[config.mk]
export PLATFORM = sky130hd
export DESIGN_NAME = pco_tlv_stream_decoder_unit_flat
export DESIGN_NICKNAME = d
export VERILOG_FILES = /design/src/rtl/pcotlv_pkg.sv /design/src/rtl/pcotlv_if.sv /design/src/rtl/pcotlv_parser.sv /design/src/rtl/pco_tlv_stream_decoder_unit.sv /design/src/flat_wrapper.sv
export VERILOG_INCLUDE_DIRS = /design/src /design/src/rtl
export SDC_FILE = /design/constraint.sdc
export NUM_CORES = 1
export LEC_CHECK = 0
export BUFFER_PORTS_ARGS = -buffer_cell sky130_fd_sc_hd__buf_2
export CORE_ASPECT_RATIO = 1.1
export CORE_MARGIN = 2
export CORE_UTILIZATION = 51
export DETAILED_ROUTE_END_ITERATION = 12
export PLACE_DENSITY = 0.75
export SYNTH_ARGS = -nofsm -noshare
export SYNTH_HDL_FRONTEND = slang
export SYNTH_HIERARCHICAL = 1
export SYNTH_SLANG_ARGS = --single-unit
[constraint.sdc]
create_clock -name clk_i -period 2.9 [get_ports clk_i]
set_clock_uncertainty 0.15 [all_clocks]
set_input_delay 0.87 -clock clk_i [delete_from_list [all_inputs] [get_ports clk_i]]
set_output_delay 0.87 -clock clk_i [all_outputs]
set_load 0.05 [all_outputs]
[src/rtl/pco_tlv_stream_decoder_unit_assert.svh]
// Assertion macros shared by the decoder RTL. The enclosing module must
// provide clk_i and rst_ni. Arguments must not contain top-level commas.
`ifndef PCO_TLV_STREAM_DECODER_UNIT_ASSERT_SVH
`define PCO_TLV_STREAM_DECODER_UNIT_ASSERT_SVH

`ifndef NO_ASSERTIONS

// Checks a property at every clock edge outside reset.
`define PCOTLV_ASSERT(lbl, prop, msg) \
  lbl: assert property (@(posedge clk_i) disable iff (!rst_ni) (prop)) \
    else $error(msg);

// Checks that a condition holds in the cycle after another one.
`define PCOTLV_ASSERT_NEXT(lbl, ante, cons, msg) \
  lbl: assert property (@(posedge clk_i) disable iff (!rst_ni) (ante) |=> (cons)) \
    else $error(msg);

`else

`define PCOTLV_ASSERT(lbl, prop, msg)
`define PCOTLV_ASSERT_NEXT(lbl, ante, cons, msg)

`endif

`endif

[src/rtl/pcotlv_pkg.sv]
package pcotlv_pkg;

  localparam int unsigned CountW = 6;
  localparam int unsigned IndexW = 5;

  // Header octet layout: extension bit, spare bits and protocol field.
  localparam int unsigned  ExtBit    = 7;
  localparam logic [7:0]   SpareMask = 8'h78;

  typedef enum logic [2:0] {
    PH_HEADER  = 3'd0,
    PH_IDHI    = 3'd1,
    PH_IDLO    = 3'd2,
    PH_LEN     = 3'd3,
    PH_CONTENT = 3'd4,
    PH_IGNORE  = 3'd5
  } phase_e;

  typedef enum logic [2:0] {
    ROLE_HEADER  = 3'd0,
    ROLE_ID_HIGH = 3'd1,
    ROLE_ID_LOW  = 3'd2,
    ROLE_LENGTH  = 3'd3,
    ROLE_CONTENT = 3'd4,
    ROLE_IGNORED = 3'd5
  } role_e;

  typedef enum logic [2:0] {
    ST_OK        = 3'd0,
    ST_EXT_CLEAR = 3'd1,
    ST_SPARE_SET = 3'd2,
    ST_TRUNCATED = 3'd3,
    ST_TOO_MANY  = 3'd4,
    ST_TRAILING  = 3'd5
  } status_e;

  // One decoded result, as produced by the parser for one octet.
  typedef struct packed {
    role_e               byte_role;
    logic [2:0]          config_protocol;
    logic [IndexW-1:0]   container_index;
    logic [15:0]         container_id;
    logic [7:0]          container_length;
    logic [7:0]          content_offset;
    logic                container_done;
    logic [CountW-1:0]   container_count;
    logic                message_done;
    status_e             status;
  } result_t;

endpackage

[src/rtl/pcotlv_if.sv]
// Request channel carrying raw octets into the decoder.
interface pcotlv_in_if
  import pcotlv_pkg::*;
();
  logic       valid;
  logic       ready;
  logic [7:0] data_byte;
  logic       last;

  modport source (output valid, data_byte, last, input ready);
  modport sink   (input valid, data_byte, last, output ready);
endinterface

// Request channel carrying one decoded result per octet.
interface pcotlv_out_if
  import pcotlv_pkg::*;
();
  logic              valid;
  logic              ready;
  logic [2:0]        byte_role;
  logic [2:0]        config_protocol;
  logic [IndexW-1:0] container_index;
  logic [15:0]       container_id;
  logic [7:0]        container_length;
  logic [7:0]        content_offset;
  logic              container_done;
  logic [CountW-1:0] container_count;
  logic              message_done;
  logic [2:0]        status;

  modport source (
    output valid, byte_role, config_protocol, container_index, container_id,
           container_length, content_offset, container_done, container_count,
           message_done, status,
    input  ready
  );
  modport sink (
    input  valid, byte_role, config_protocol, container_index, container_id,
           container_length, content_offset, container_done, container_count,
           message_done, status,
    output ready
  );
endinterface

[src/rtl/pcotlv_parser.sv]
`include "pco_tlv_stream_decoder_unit_assert.svh"

// Parse state and the per-octet decode. The result is combinational from
// the current state and the octet; the state advances on accept_i.
module pcotlv_parser
  import pcotlv_pkg::*;
#(
  parameter int unsigned MAX_CONTAINERS = 32
) (
  input  logic       clk_i,
  input  logic       rst_ni,
  input  logic       accept_i,
  input  logic [7:0] data_byte_i,
  input  logic       last_i,
  output result_t    result_o
);

  phase_e            phase_q, phase_d;
  logic [2:0]        protocol_q, protocol_d;
  logic [15:0]       id_q, id_d;
  logic [7:0]        length_q, length_d;
  logic [7:0]        offset_q, offset_d;
  logic [CountW-1:0] count_q, count_d;
  status_e           error_q, error_d;

  status_e           err;
  logic              content_end;

  assign content_end = ({1'b0, offset_q} + 9'd1) >= {1'b0, length_q};

  always_comb begin
    phase_d    = phase_q;
    protocol_d = protocol_q;
    id_d       = id_q;
    length_d   = length_q;
    offset_d   = offset_q;
    count_d    = count_q;
    error_d    = error_q;
    err        = ST_OK;

    result_o                  = '0;
    result_o.byte_role        = ROLE_IGNORED;
    result_o.status           = ST_OK;
    result_o.container_index  = count_q[IndexW-1:0];
    result_o.message_done     = last_i;

    unique case (phase_q)
      PH_HEADER: begin
        result_o.byte_role = ROLE_HEADER;
        if (!data_byte_i[ExtBit]) begin
          err = ST_EXT_CLEAR;
        end else if ((data_byte_i & SpareMask) != 8'h00) begin
          err = ST_SPARE_SET;
        end
        if (err != ST_OK) begin
          protocol_d = 3'd0;
        end else begin
          protocol_d = data_byte_i[2:0];
          phase_d    = PH_IDHI;
        end
      end
      PH_IDHI: begin
        result_o.byte_role = ROLE_ID_HIGH;
        id_d    = {data_byte_i, 8'h00};
        phase_d = PH_IDLO;
        if (last_i) begin
          result_o.status = ST_TRAILING;
        end
      end
      PH_IDLO: begin
        result_o.byte_role    = ROLE_ID_LOW;
        id_d                  = id_q | {8'h00, data_byte_i};
        result_o.container_id = id_d;
        phase_d               = PH_LEN;
        if (last_i) begin
          result_o.status = ST_TRAILING;
        end
      end
      PH_LEN: begin
        result_o.byte_role        = ROLE_LENGTH;
        result_o.container_id     = id_q;
        result_o.container_length = data_byte_i;
        length_d                  = data_byte_i;
        if (count_q >= CountW'(MAX_CONTAINERS)) begin
          err = ST_TOO_MANY;
        end else if (data_byte_i == 8'h00) begin
          result_o.container_done = 1'b1;
          count_d = count_q + CountW'(1);
          phase_d = PH_IDHI;
        end else begin
          offset_d = 8'h00;
          phase_d  = PH_CONTENT;
          if (last_i) begin
            result_o.status = ST_TRUNCATED;
          end
        end
      end
      PH_CONTENT: begin
        result_o.byte_role        = ROLE_CONTENT;
        result_o.container_id     = id_q;
        result_o.container_length = length_q;
        result_o.content_offset   = offset_q;
        if (content_end) begin
          result_o.container_done = 1'b1;
          count_d = count_q + CountW'(1);
          phase_d = PH_IDHI;
        end else begin
          offset_d = offset_q + 8'd1;
          if (last_i) begin
            result_o.status = ST_TRUNCATED;
          end
        end
      end
      default: begin
        result_o.byte_role = ROLE_IGNORED;
        result_o.status    = error_q;
      end
    endcase

    // A detected error freezes the message until its last octet.
    if (err != ST_OK) begin
      error_d         = err;
      result_o.status = err;
      phase_d         = PH_IGNORE;
    end

    result_o.config_protocol = protocol_d;
    result_o.container_count = count_d;
  end

  always_ff @(posedge clk_i or negedge rst_ni) begin
    if (!rst_ni) begin
      phase_q    <= PH_HEADER;
      protocol_q <= '0;
      id_q       <= '0;
      length_q   <= '0;
      offset_q   <= '0;
      count_q    <= '0;
      error_q    <= ST_OK;
    end else if (accept_i) begin
      if (last_i) begin
        phase_q    <= PH_HEADER;
        protocol_q <= '0;
        id_q       <= '0;
        length_q   <= '0;
        offset_q   <= '0;
        count_q    <= '0;
        error_q    <= ST_OK;
      end else begin
        phase_q    <= phase_d;
        protocol_q <= protocol_d;
        id_q       <= id_d;
        length_q   <= length_d;
        offset_q   <= offset_d;
        count_q    <= count_d;
        error_q    <= error_d;
      end
    end
  end

  `PCOTLV_ASSERT(a_count_bound, count_q <= CountW'(MAX_CONTAINERS), "container count above limit")
  `PCOTLV_ASSERT(a_offset_in_len, (phase_q == PH_CONTENT) |-> (offset_q < length_q), "offset past length")
  `PCOTLV_ASSERT(a_error_ignore, (phase_q == PH_IGNORE) == (error_q != ST_OK), "error and ignore disagree")

endmodule

[src/rtl/pco_tlv_stream_decoder_unit.sv]
// Protocol configuration options decoder. Octets of one options element
// enter on in_i, the final octet flagged by last; each accepted octet
// produces exactly one result on out_o in the following cycle, describing its role
// (header, id high, id low, length, content, or ignored after an error) and
// the container it belongs to. While out_o is ready, the block sustains
// one octet per clock cycle: the only loop is the parse state in the
// parser, which updates on each accepted octet, and a single output
// register holds the result while the sink stalls. Parse state returns
// to reset after every last octet, so elements are independent.
`include "pco_tlv_stream_decoder_unit_assert.svh"

module pco_tlv_stream_decoder_unit
  import pcotlv_pkg::*;
#(
  // Containers allowed per element before the length octet is rejected.
  parameter int unsigned MAX_CONTAINERS = 32
) (
  input  logic          clk_i,
  input  logic          rst_ni,
  pcotlv_in_if.sink     in_i,
  pcotlv_out_if.source  out_o
);

  logic    accept;
  result_t result;
  result_t out_q;
  logic    out_valid_q;

  // A new request is taken whenever the output register is empty or is
  // being drained in this same cycle, so the stream flows without bubbles.
  assign in_i.ready = !out_valid_q || out_o.ready;
  assign accept     = in_i.valid && in_i.ready;

  pcotlv_parser #(
    .MAX_CONTAINERS (MAX_CONTAINERS)
  ) u_parser (
    .clk_i       (clk_i),
    .rst_ni      (rst_ni),
    .accept_i    (accept),
    .data_byte_i (in_i.data_byte),
    .last_i      (in_i.last),
    .result_o    (result)
  );

  // The valid flag is control state and is reset; the payload is not.
  always_ff @(posedge clk_i or negedge rst_ni) begin
    if (!rst_ni) begin
      out_valid_q <= 1'b0;
    end else if (accept) begin
      out_valid_q <= 1'b1;
    end else if (out_o.ready) begin
      out_valid_q <= 1'b0;
    end
  end

  always_ff @(posedge clk_i) begin
    if (accept) begin
      out_q <= result;
    end
  end

  assign out_o.valid            = out_valid_q;
  assign out_o.byte_role        = out_q.byte_role;
  assign out_o.config_protocol  = out_q.config_protocol;
  assign out_o.container_index  = out_q.container_index;
  assign out_o.container_id     = out_q.container_id;
  assign out_o.container_length = out_q.container_length;
  assign out_o.content_offset   = out_q.content_offset;
  assign out_o.container_done   = out_q.container_done;
  assign out_o.container_count  = out_q.container_count;
  assign out_o.message_done     = out_q.message_done;
  assign out_o.status           = out_q.status;

  // Every accepted octet must show up as a pending result next cycle.
  `PCOTLV_ASSERT_NEXT(a_accept_gives_result, accept, out_valid_q, "accepted octet produced no result")

endmodule
[src/flat_wrapper.sv]
// flat-port wrapper written by rule: the top's interface ports become plain ports
module pco_tlv_stream_decoder_unit_flat import pcotlv_pkg::*;
#(
                                                                        
  parameter int unsigned MAX_CONTAINERS = 32
)
  (clk_i, rst_ni, in_i_valid, in_i_data_byte, in_i_last, in_i_ready, out_o_valid, out_o_byte_role, out_o_config_protocol, out_o_container_index, out_o_container_id, out_o_container_length, out_o_content_offset, out_o_container_done, out_o_container_count, out_o_message_done, out_o_status, out_o_ready);
  pcotlv_in_if in_i_i ();
  pcotlv_out_if out_o_i ();
  input  logic clk_i;
  input  logic rst_ni;
  input wire logic [$bits(in_i_i.valid)-1:0] in_i_valid;
  input wire logic [$bits(in_i_i.data_byte)-1:0] in_i_data_byte;
  input wire logic [$bits(in_i_i.last)-1:0] in_i_last;
  output wire logic [$bits(in_i_i.ready)-1:0] in_i_ready;
  output wire logic [$bits(out_o_i.valid)-1:0] out_o_valid;
  output wire logic [$bits(out_o_i.byte_role)-1:0] out_o_byte_role;
  output wire logic [$bits(out_o_i.config_protocol)-1:0] out_o_config_protocol;
  output wire logic [$bits(out_o_i.container_index)-1:0] out_o_container_index;
  output wire logic [$bits(out_o_i.container_id)-1:0] out_o_container_id;
  output wire logic [$bits(out_o_i.container_length)-1:0] out_o_container_length;
  output wire logic [$bits(out_o_i.content_offset)-1:0] out_o_content_offset;
  output wire logic [$bits(out_o_i.container_done)-1:0] out_o_container_done;
  output wire logic [$bits(out_o_i.container_count)-1:0] out_o_container_count;
  output wire logic [$bits(out_o_i.message_done)-1:0] out_o_message_done;
  output wire logic [$bits(out_o_i.status)-1:0] out_o_status;
  input wire logic [$bits(out_o_i.ready)-1:0] out_o_ready;
  assign in_i_i.valid = in_i_valid;
  assign in_i_i.data_byte = in_i_data_byte;
  assign in_i_i.last = in_i_last;
  assign in_i_ready = in_i_i.ready;
  assign out_o_valid = out_o_i.valid;
  assign out_o_byte_role = out_o_i.byte_role;
  assign out_o_config_protocol = out_o_i.config_protocol;
  assign out_o_container_index = out_o_i.container_index;
  assign out_o_container_id = out_o_i.container_id;
  assign out_o_container_length = out_o_i.container_length;
  assign out_o_content_offset = out_o_i.content_offset;
  assign out_o_container_done = out_o_i.container_done;
  assign out_o_container_count = out_o_i.container_count;
  assign out_o_message_done = out_o_i.message_done;
  assign out_o_status = out_o_i.status;
  assign out_o_i.ready = out_o_ready;
  pco_tlv_stream_decoder_unit #(.MAX_CONTAINERS(MAX_CONTAINERS)) u_core (.clk_i(clk_i), .rst_ni(rst_ni), .in_i(in_i_i), .out_o(out_o_i));
endmodule
### After elaboration in Yosys (flattened, before gate mapping)

Index checks and enable logic that the tools add are counted.

| cells by class | value |
|---|---|
| reductions and logical operators | 21 |
| multiplexer cells | 47 |
| bitwise logic cells | 1 |
| order comparisons | 2 |
| equal/unequal tests | 10 |
| $add $sub $neg | 3 |

Operators with widths:

| operator | count |
|---|---|
| case mux 16 bit (2 select lines) | 2 |
| 2-to-1 mux 3 bit | 18 |
| 2-to-1 mux 8 bit | 6 |
| case mux 8 bit (2 select lines) | 2 |
| case mux 3 bit (5 select lines) | 2 |
| 2-to-1 mux 6 bit | 4 |
| 2-to-1 mux 16 bit | 1 |
| bitwise OR 16 x 8 -> 16 bit | 1 |
| inequality test 4 bit (second input constant) | 3 |
| case mux 3 bit (4 select lines) | 1 |
| case mux 6 bit (2 select lines) | 1 |
| nonzero test 3 bit | 4 |
| AND reduction 5 bit | 2 |
| adder 8 x 1 -> 9 bit (second input constant) | 1 |
| greater-or-equal comparator 9 x 8 -> 1 bit | 1 |
| inequality test 3 bit (second input constant) | 3 |
| adder 8 x 1 -> 8 bit (second input constant) | 1 |
| logical NOT 8 bit | 1 |
| nonzero test 8 bit | 1 |
| nonzero test 7 bit | 1 |
| adder 6 x 1 -> 6 bit (second input constant) | 1 |
| == test 3 x 2 -> 1 bit (second input constant) | 2 |
| greater-or-equal comparator 6 bit (second input constant) | 1 |
| 2-to-1 mux 2 bit | 3 |
| 12 further kinds | 21 |

| storage, ports and cells | value |
|---|---|
| register bits after elaboration | 102 |
| input port bits | 13 |

### Depth between registers and ports, before layout

| logic depth | value |
|---|---|
| depth after elaboration | 9 |
| depth in mapped cells | 12 |

### By module

Netlist, hierarchy kept.

Modules (own cells, without submodules):

| module | cells each | area an instance (um2) | instances |
|---|---|---|---|
| pcotlv_parser | 341 | 3002.9 | 1 |
| pco_tlv_stream_decoder_unit | 58 | 1675.4 | 1 |

### Least setup slack after synthesis

Ideal clock, no wire load.

| timing path | value |
|---|---|
| path kind | register -> register |
| start | reg u_core.u_parser.offset_q[2] |
| end | reg u_core.out_q, in the netlist u_core/out_o.container_count[0] (data pin) |
| slack | -297 ps |
| data required time | 2492 ps |
| data arrival time | 2789 ps |
| stages on the path, launching flop included | 13 |
| path buffers | 1 |
| cell sequence | dfrtp_1 > and3_1 > and3_1 > nand3_1 > xnor2_1 > ha_1 > and3_1 > a221o_1 > a31oi_4 > a21oi_1 > or2_2 > clkbuf_1 > xnor2_1 |

RTL lines:

| item | RTL line | text |
|---|---|---|
| start: declaration | pcotlv_parser.sv:22 | `logic [7:0] offset_q, offset_d;` |
| start signal: assignment | pcotlv_parser.sv:154 | `offset_q <= offset_d;` |
| end signal: assignment | pco_tlv_stream_decoder_unit.sv:58 | `out_q <= result;` |
| end: declaration | pco_tlv_stream_decoder_unit.sv:26 | `result_t out_q;` |

### Final worst setup path

| timing path | value |
|---|---|
| start | reg u_core.u_parser.offset_q[3] |
| end | reg u_core.u_parser.phase_q[2] |

| between the ends | value |
|---|---|
| cells in the longest elaborated chain, start to end | 4 |

RTL lines:

| item | RTL line | text |
|---|---|---|
| adder 8 x 1 -> 9 bit | pcotlv_parser.sv:29 | `assign content_end = ({1'b0, offset_q} + 9'd1) >= {1'b0, length_q};` |
| greater-or-equal comparator 9 x 8 -> 1 bit | pcotlv_parser.sv:29 |  |
| inequality test 4 bit (no line) | -- |  |
| AND reduction 5 bit (no line) | -- |  |
| end signal: assignment | pcotlv_parser.sv:150 | `phase_q <= phase_d;` |
| end: declaration | pcotlv_parser.sv:18 | `phase_e phase_q, phase_d;` |

No other way between the ends.
A chain may end at the register's enable or synchronous reset.

==> metrics.md <==
| Metric | Value |
|---|---|
| Clk_lat worst skew | approximately 0.38 ns |
| Number of synthesized register bits | 102 |
| Remaining antenna violation count | 0 |
| Die width | about 95 um |
| Global-route wire length before repair | 17600 um |
| Initial Util | 0.527 |
| Layout cell share with drive strength beyond 1 | 0.360 |
| WP data required | approximately 3.0 ns |
| HPWL Detailed | 7510 um |
| Final Cycle Share | 1.05 |
| Seq pwr share | 0.439 |
| Final Power | between 4 and 5 mW |
| Combinational Power Share | 0.350 |
| Vias in the first global route | about 3.6k |
| Fill cells | about 640 |
| Post-synth EDFFs | between 50 and 60 |
| Num CTS Buffers | 9 |
| Syn Inst Count | 399 |
| Die footprint | roughly 10000 um^2 |
| Drt initial violations | ~210 |
| Final core utilization | 0.664 |
| Failing checks | negative setup slack |
| Top FF cell, synth | edfxtp_1 |
| Switching Fraction | 0.385 |
| Maxcap violations | 0 |
| Psw | about 1.7 mW |
| Mean routed wirelength per cell | about 18 um |
| Worst setup margin | -0.137 ns |
| Maximum clock insertion buffer count | 2 |
| Tightest slew margin relative to the limit | 0.304 |
| PortBufs | just under 70 |
| Final net count | 530 |
| Outcome | complete, but fails checks |
| Post-route DRC | 0 |
| IO Count | 69 |
| Multi-input logic area | 1860 um^2 |
| Syn_nets | about 420 |
| Design area | between 5000 and 6000 um^2 |
| H-tree levels | 3 |
| Total wire length | between 10000 and 15000 um |
| Worst-Margin Slew | between 1 and 1.5 ns |
| N_diodes | 0 |
| Worst min path class | input pin to async pin |
| Critical Path AT | roughly 3.2 ns |
| Pre-antenna DRT Iters | 5 |
| Startpoint types | register |
| Row count | 36 |
| Total number of vias | between 3k and 4k |
| Dpl ws | -0.157 ns |
| Largest net degree at the start of global routing | slightly above 40 |
| Synth cell types | 53 |
| Placed Area | 5400 um^2 |
| Synth Cell Area | between 4000 and 5000 um^2 |
| Fmax | about 330 MHz |
| Ys Warns | 6 |
| Layout area overhead | 25.9% |
| Final Hold Fails | 0 |
| Initial antenna violation count | 0 |
| Placeable Area | approximately 9000 um^2 |
| Non-Filler Instances | between 600 and 700 |
| Synth async-reset ratio | 0.471 |
| CP Class | register to register |
| VDD IR max | approximately 0.00038 V |
| R2R Path Start | u_core/u_parser/offset_q[3] |
| Gpl congestion | 0.932 |
| P_int | around 2.6 mW |
| Placed cells | approximately 600 |
| Gr usage total | 0.230 |
| # clock sinks | 102 |
| Most common cell after layout, fill and taps aside | buf_2 |
| RSZ-0062 raised after global routing | true |
| PwrDens | about 730 nW/um^2 |
| Cts-stage hold buffer count | 0 |
| Min Tclk post-route | 3.04 ns |
| Leak | ~2.6 nW |
| Part of the power in the clock network | 0.212 |
| Slew Viols, Final | 0 |
| Chip Height | 104 um |
| Vias per inst | 5.71 |
| Avg Cell Area, Syn | approximately 12 um^2 |
| Worst Path Max Fanout | 3 |
| Sequential area share after synthesis | 0.603 |
| Storage cell area | 2820 um^2 |
| TritonCTS clock tree | yes |
| Crit. Startpoint | u_core/u_parser/offset_q[3] |
| Crit. End Element | register |
| Setup-failing EPs final | 22 |
| Root Buffer | clkbuf_8 |
| Commonest non-fill, non-tap cells in the layout | buf_2, edfxtp_1, dfrtp_1, buf_4, nor2_1 |
| Remaining Overflow, GRT | 0 |
| Clock slew at reported path FFs | approximately 0.10 ns |
cells in the mapped netlist, types with 5 or more instances:
library cell,number,share of area
edfxtp_1,54,0.35
dfrtp_1,48,0.26
nor2_1,42,0.034
a21oi_1,30,0.032
o21ai_0,23,0.025
a22o_1,21,0.039
inv_1,19,0.015
nand2_1,16,0.013
clkbuf_1,15,0.012
ha_1,11,0.029
and3_1,10,0.013
nor2b_1,10,0.013
nand3_1,8,0.0086
nor3_1,8,0.0086
buf_4,7,0.011
o2bb2ai_1,6,0.011
xnor2_1,6,0.011
a21o_1,5,0.0080
nand2b_1,5,0.0067
xor2_1,5,0.0094
routing by layer:
| layer | vias to the layer above | track usage | routed length, um |
|---|---|---|---|
| met2 | 117 | 0.363 | 5600 |
| met3 | 24 | 0.0428 | 463 |
| met1 | 1765 | 0.305 | 4730 |
| met4 | 0 | 0.109 | 344 |
| met5 | - | 0 | 0 |
| li1 | 1664 | - | - |
metrics by stage:
step / setup TNS [ns] / hold WS, ns
2_1_floorplan: -0.897 / 0.285
3_3_place_gp: -0.332 / 0.309
3_5_place_dp: -1.34 / 0.312
4_1_cts: -0.592 / 0.293
5_1_grt: -3.52 / 0.312
6_report: -1.53 / 0.290
cell type report:
class                   instances  area share
clock buffers                  10      0.0253
clock inverters                 6     0.00977
inverters                      19      0.0121
multi-input cells             252       0.316
flip-flops and latches        102       0.479
well taps                     114      0.0242
repair buffers                122       0.133
sequential cells by signal, summed over array words and instances (netlist names):
| register | cells |
|---|---|
| u_core/out_o.config_protocol | 3 |
| u_core/out_o.container_length | 8 |
| u_core/out_o.container_id | 16 |
| u_core/out_o.container_index | 5 |
| u_core/out_o.container_done | 1 |
| u_core/u_parser/protocol_q | 3 |
| u_core/u_parser/phase_q | 3 |
| u_core/out_o.message_done | 1 |
| u_core/u_parser/id_q | 16 |
| u_core/out_o.content_offset | 8 |
| u_core/u_parser/length_q | 8 |
| u_core/u_parser/error_q | 3 |
| u_core/out_o.byte_role | 3 |
| u_core/out_o.valid | 1 |
| u_core/u_parser/offset_q | 8 |
| u_core/out_o.status | 3 |
| u_core/out_o.container_count | 6 |
| u_core/u_parser/count_q | 6 |
path summary, 6_finish.rpt:
| path | cells after the start | end | slack (ns) |
|---|---|---|---|
| setup / recovery | 11 | u_core/u_parser/phase_q[2] | -0.14 |
| hold / removal | 1 | u_core/u_parser/error_q[2] | 0.29 |
| setup reg to reg | 11 | u_core/u_parser/phase_q[2] | -0.14 |
| hold reg to reg | 2 | u_core/u_parser/id_q[15] | 0.34 |
| max in group asynchronous | 2 | u_core/u_parser/id_q[14] | 1.78 |
| min in group clk_i | 2 | u_core/u_parser/id_q[15] | 0.34 |
power by group through the flow:
stage	clock network (mW)	logic (mW)	registers (mW)
detailed placement	0	1.38	1.92
global route	0.991	1.62	1.92
global placement	0	1.36	1.90
floorplan	0	0.746	2.15
CTS	0.932	1.42	1.89
finish	0.911	1.51	1.89
repair_timing:
action / CTS / global route
pin swaps: 10 / 9
setup buffers: 8 / 5
endpoints found under the setup margin: 24 / 26
resized for setup: 20 / 25
worst max-delay path: stages (launching register included):
cell and delay, ns:
dfrtp_1 0.38, and3_4 0.19, and3_4 0.22, nand3_4 0.10, xnor2_4 0.19, ha_4 0.22
and3_4 0.14, a221o_1 0.36, a31oi_4 0.20, a311oi_1 0.12, o31a_1 0.36, mux2_2 0.30
cells by family after synthesis:
family | synth area share
adder cells (fa/ha/maj) | 0.0294
flip-flops | 0.603
buffers and inverters | 0.0433
multiplexers | 0.00695
AND/OR/NAND/NOR | 0.125
XOR/XNOR | 0.0206
AO/OA/AOI/OAI | 0.171
Power figures use the tool's default switching activity.
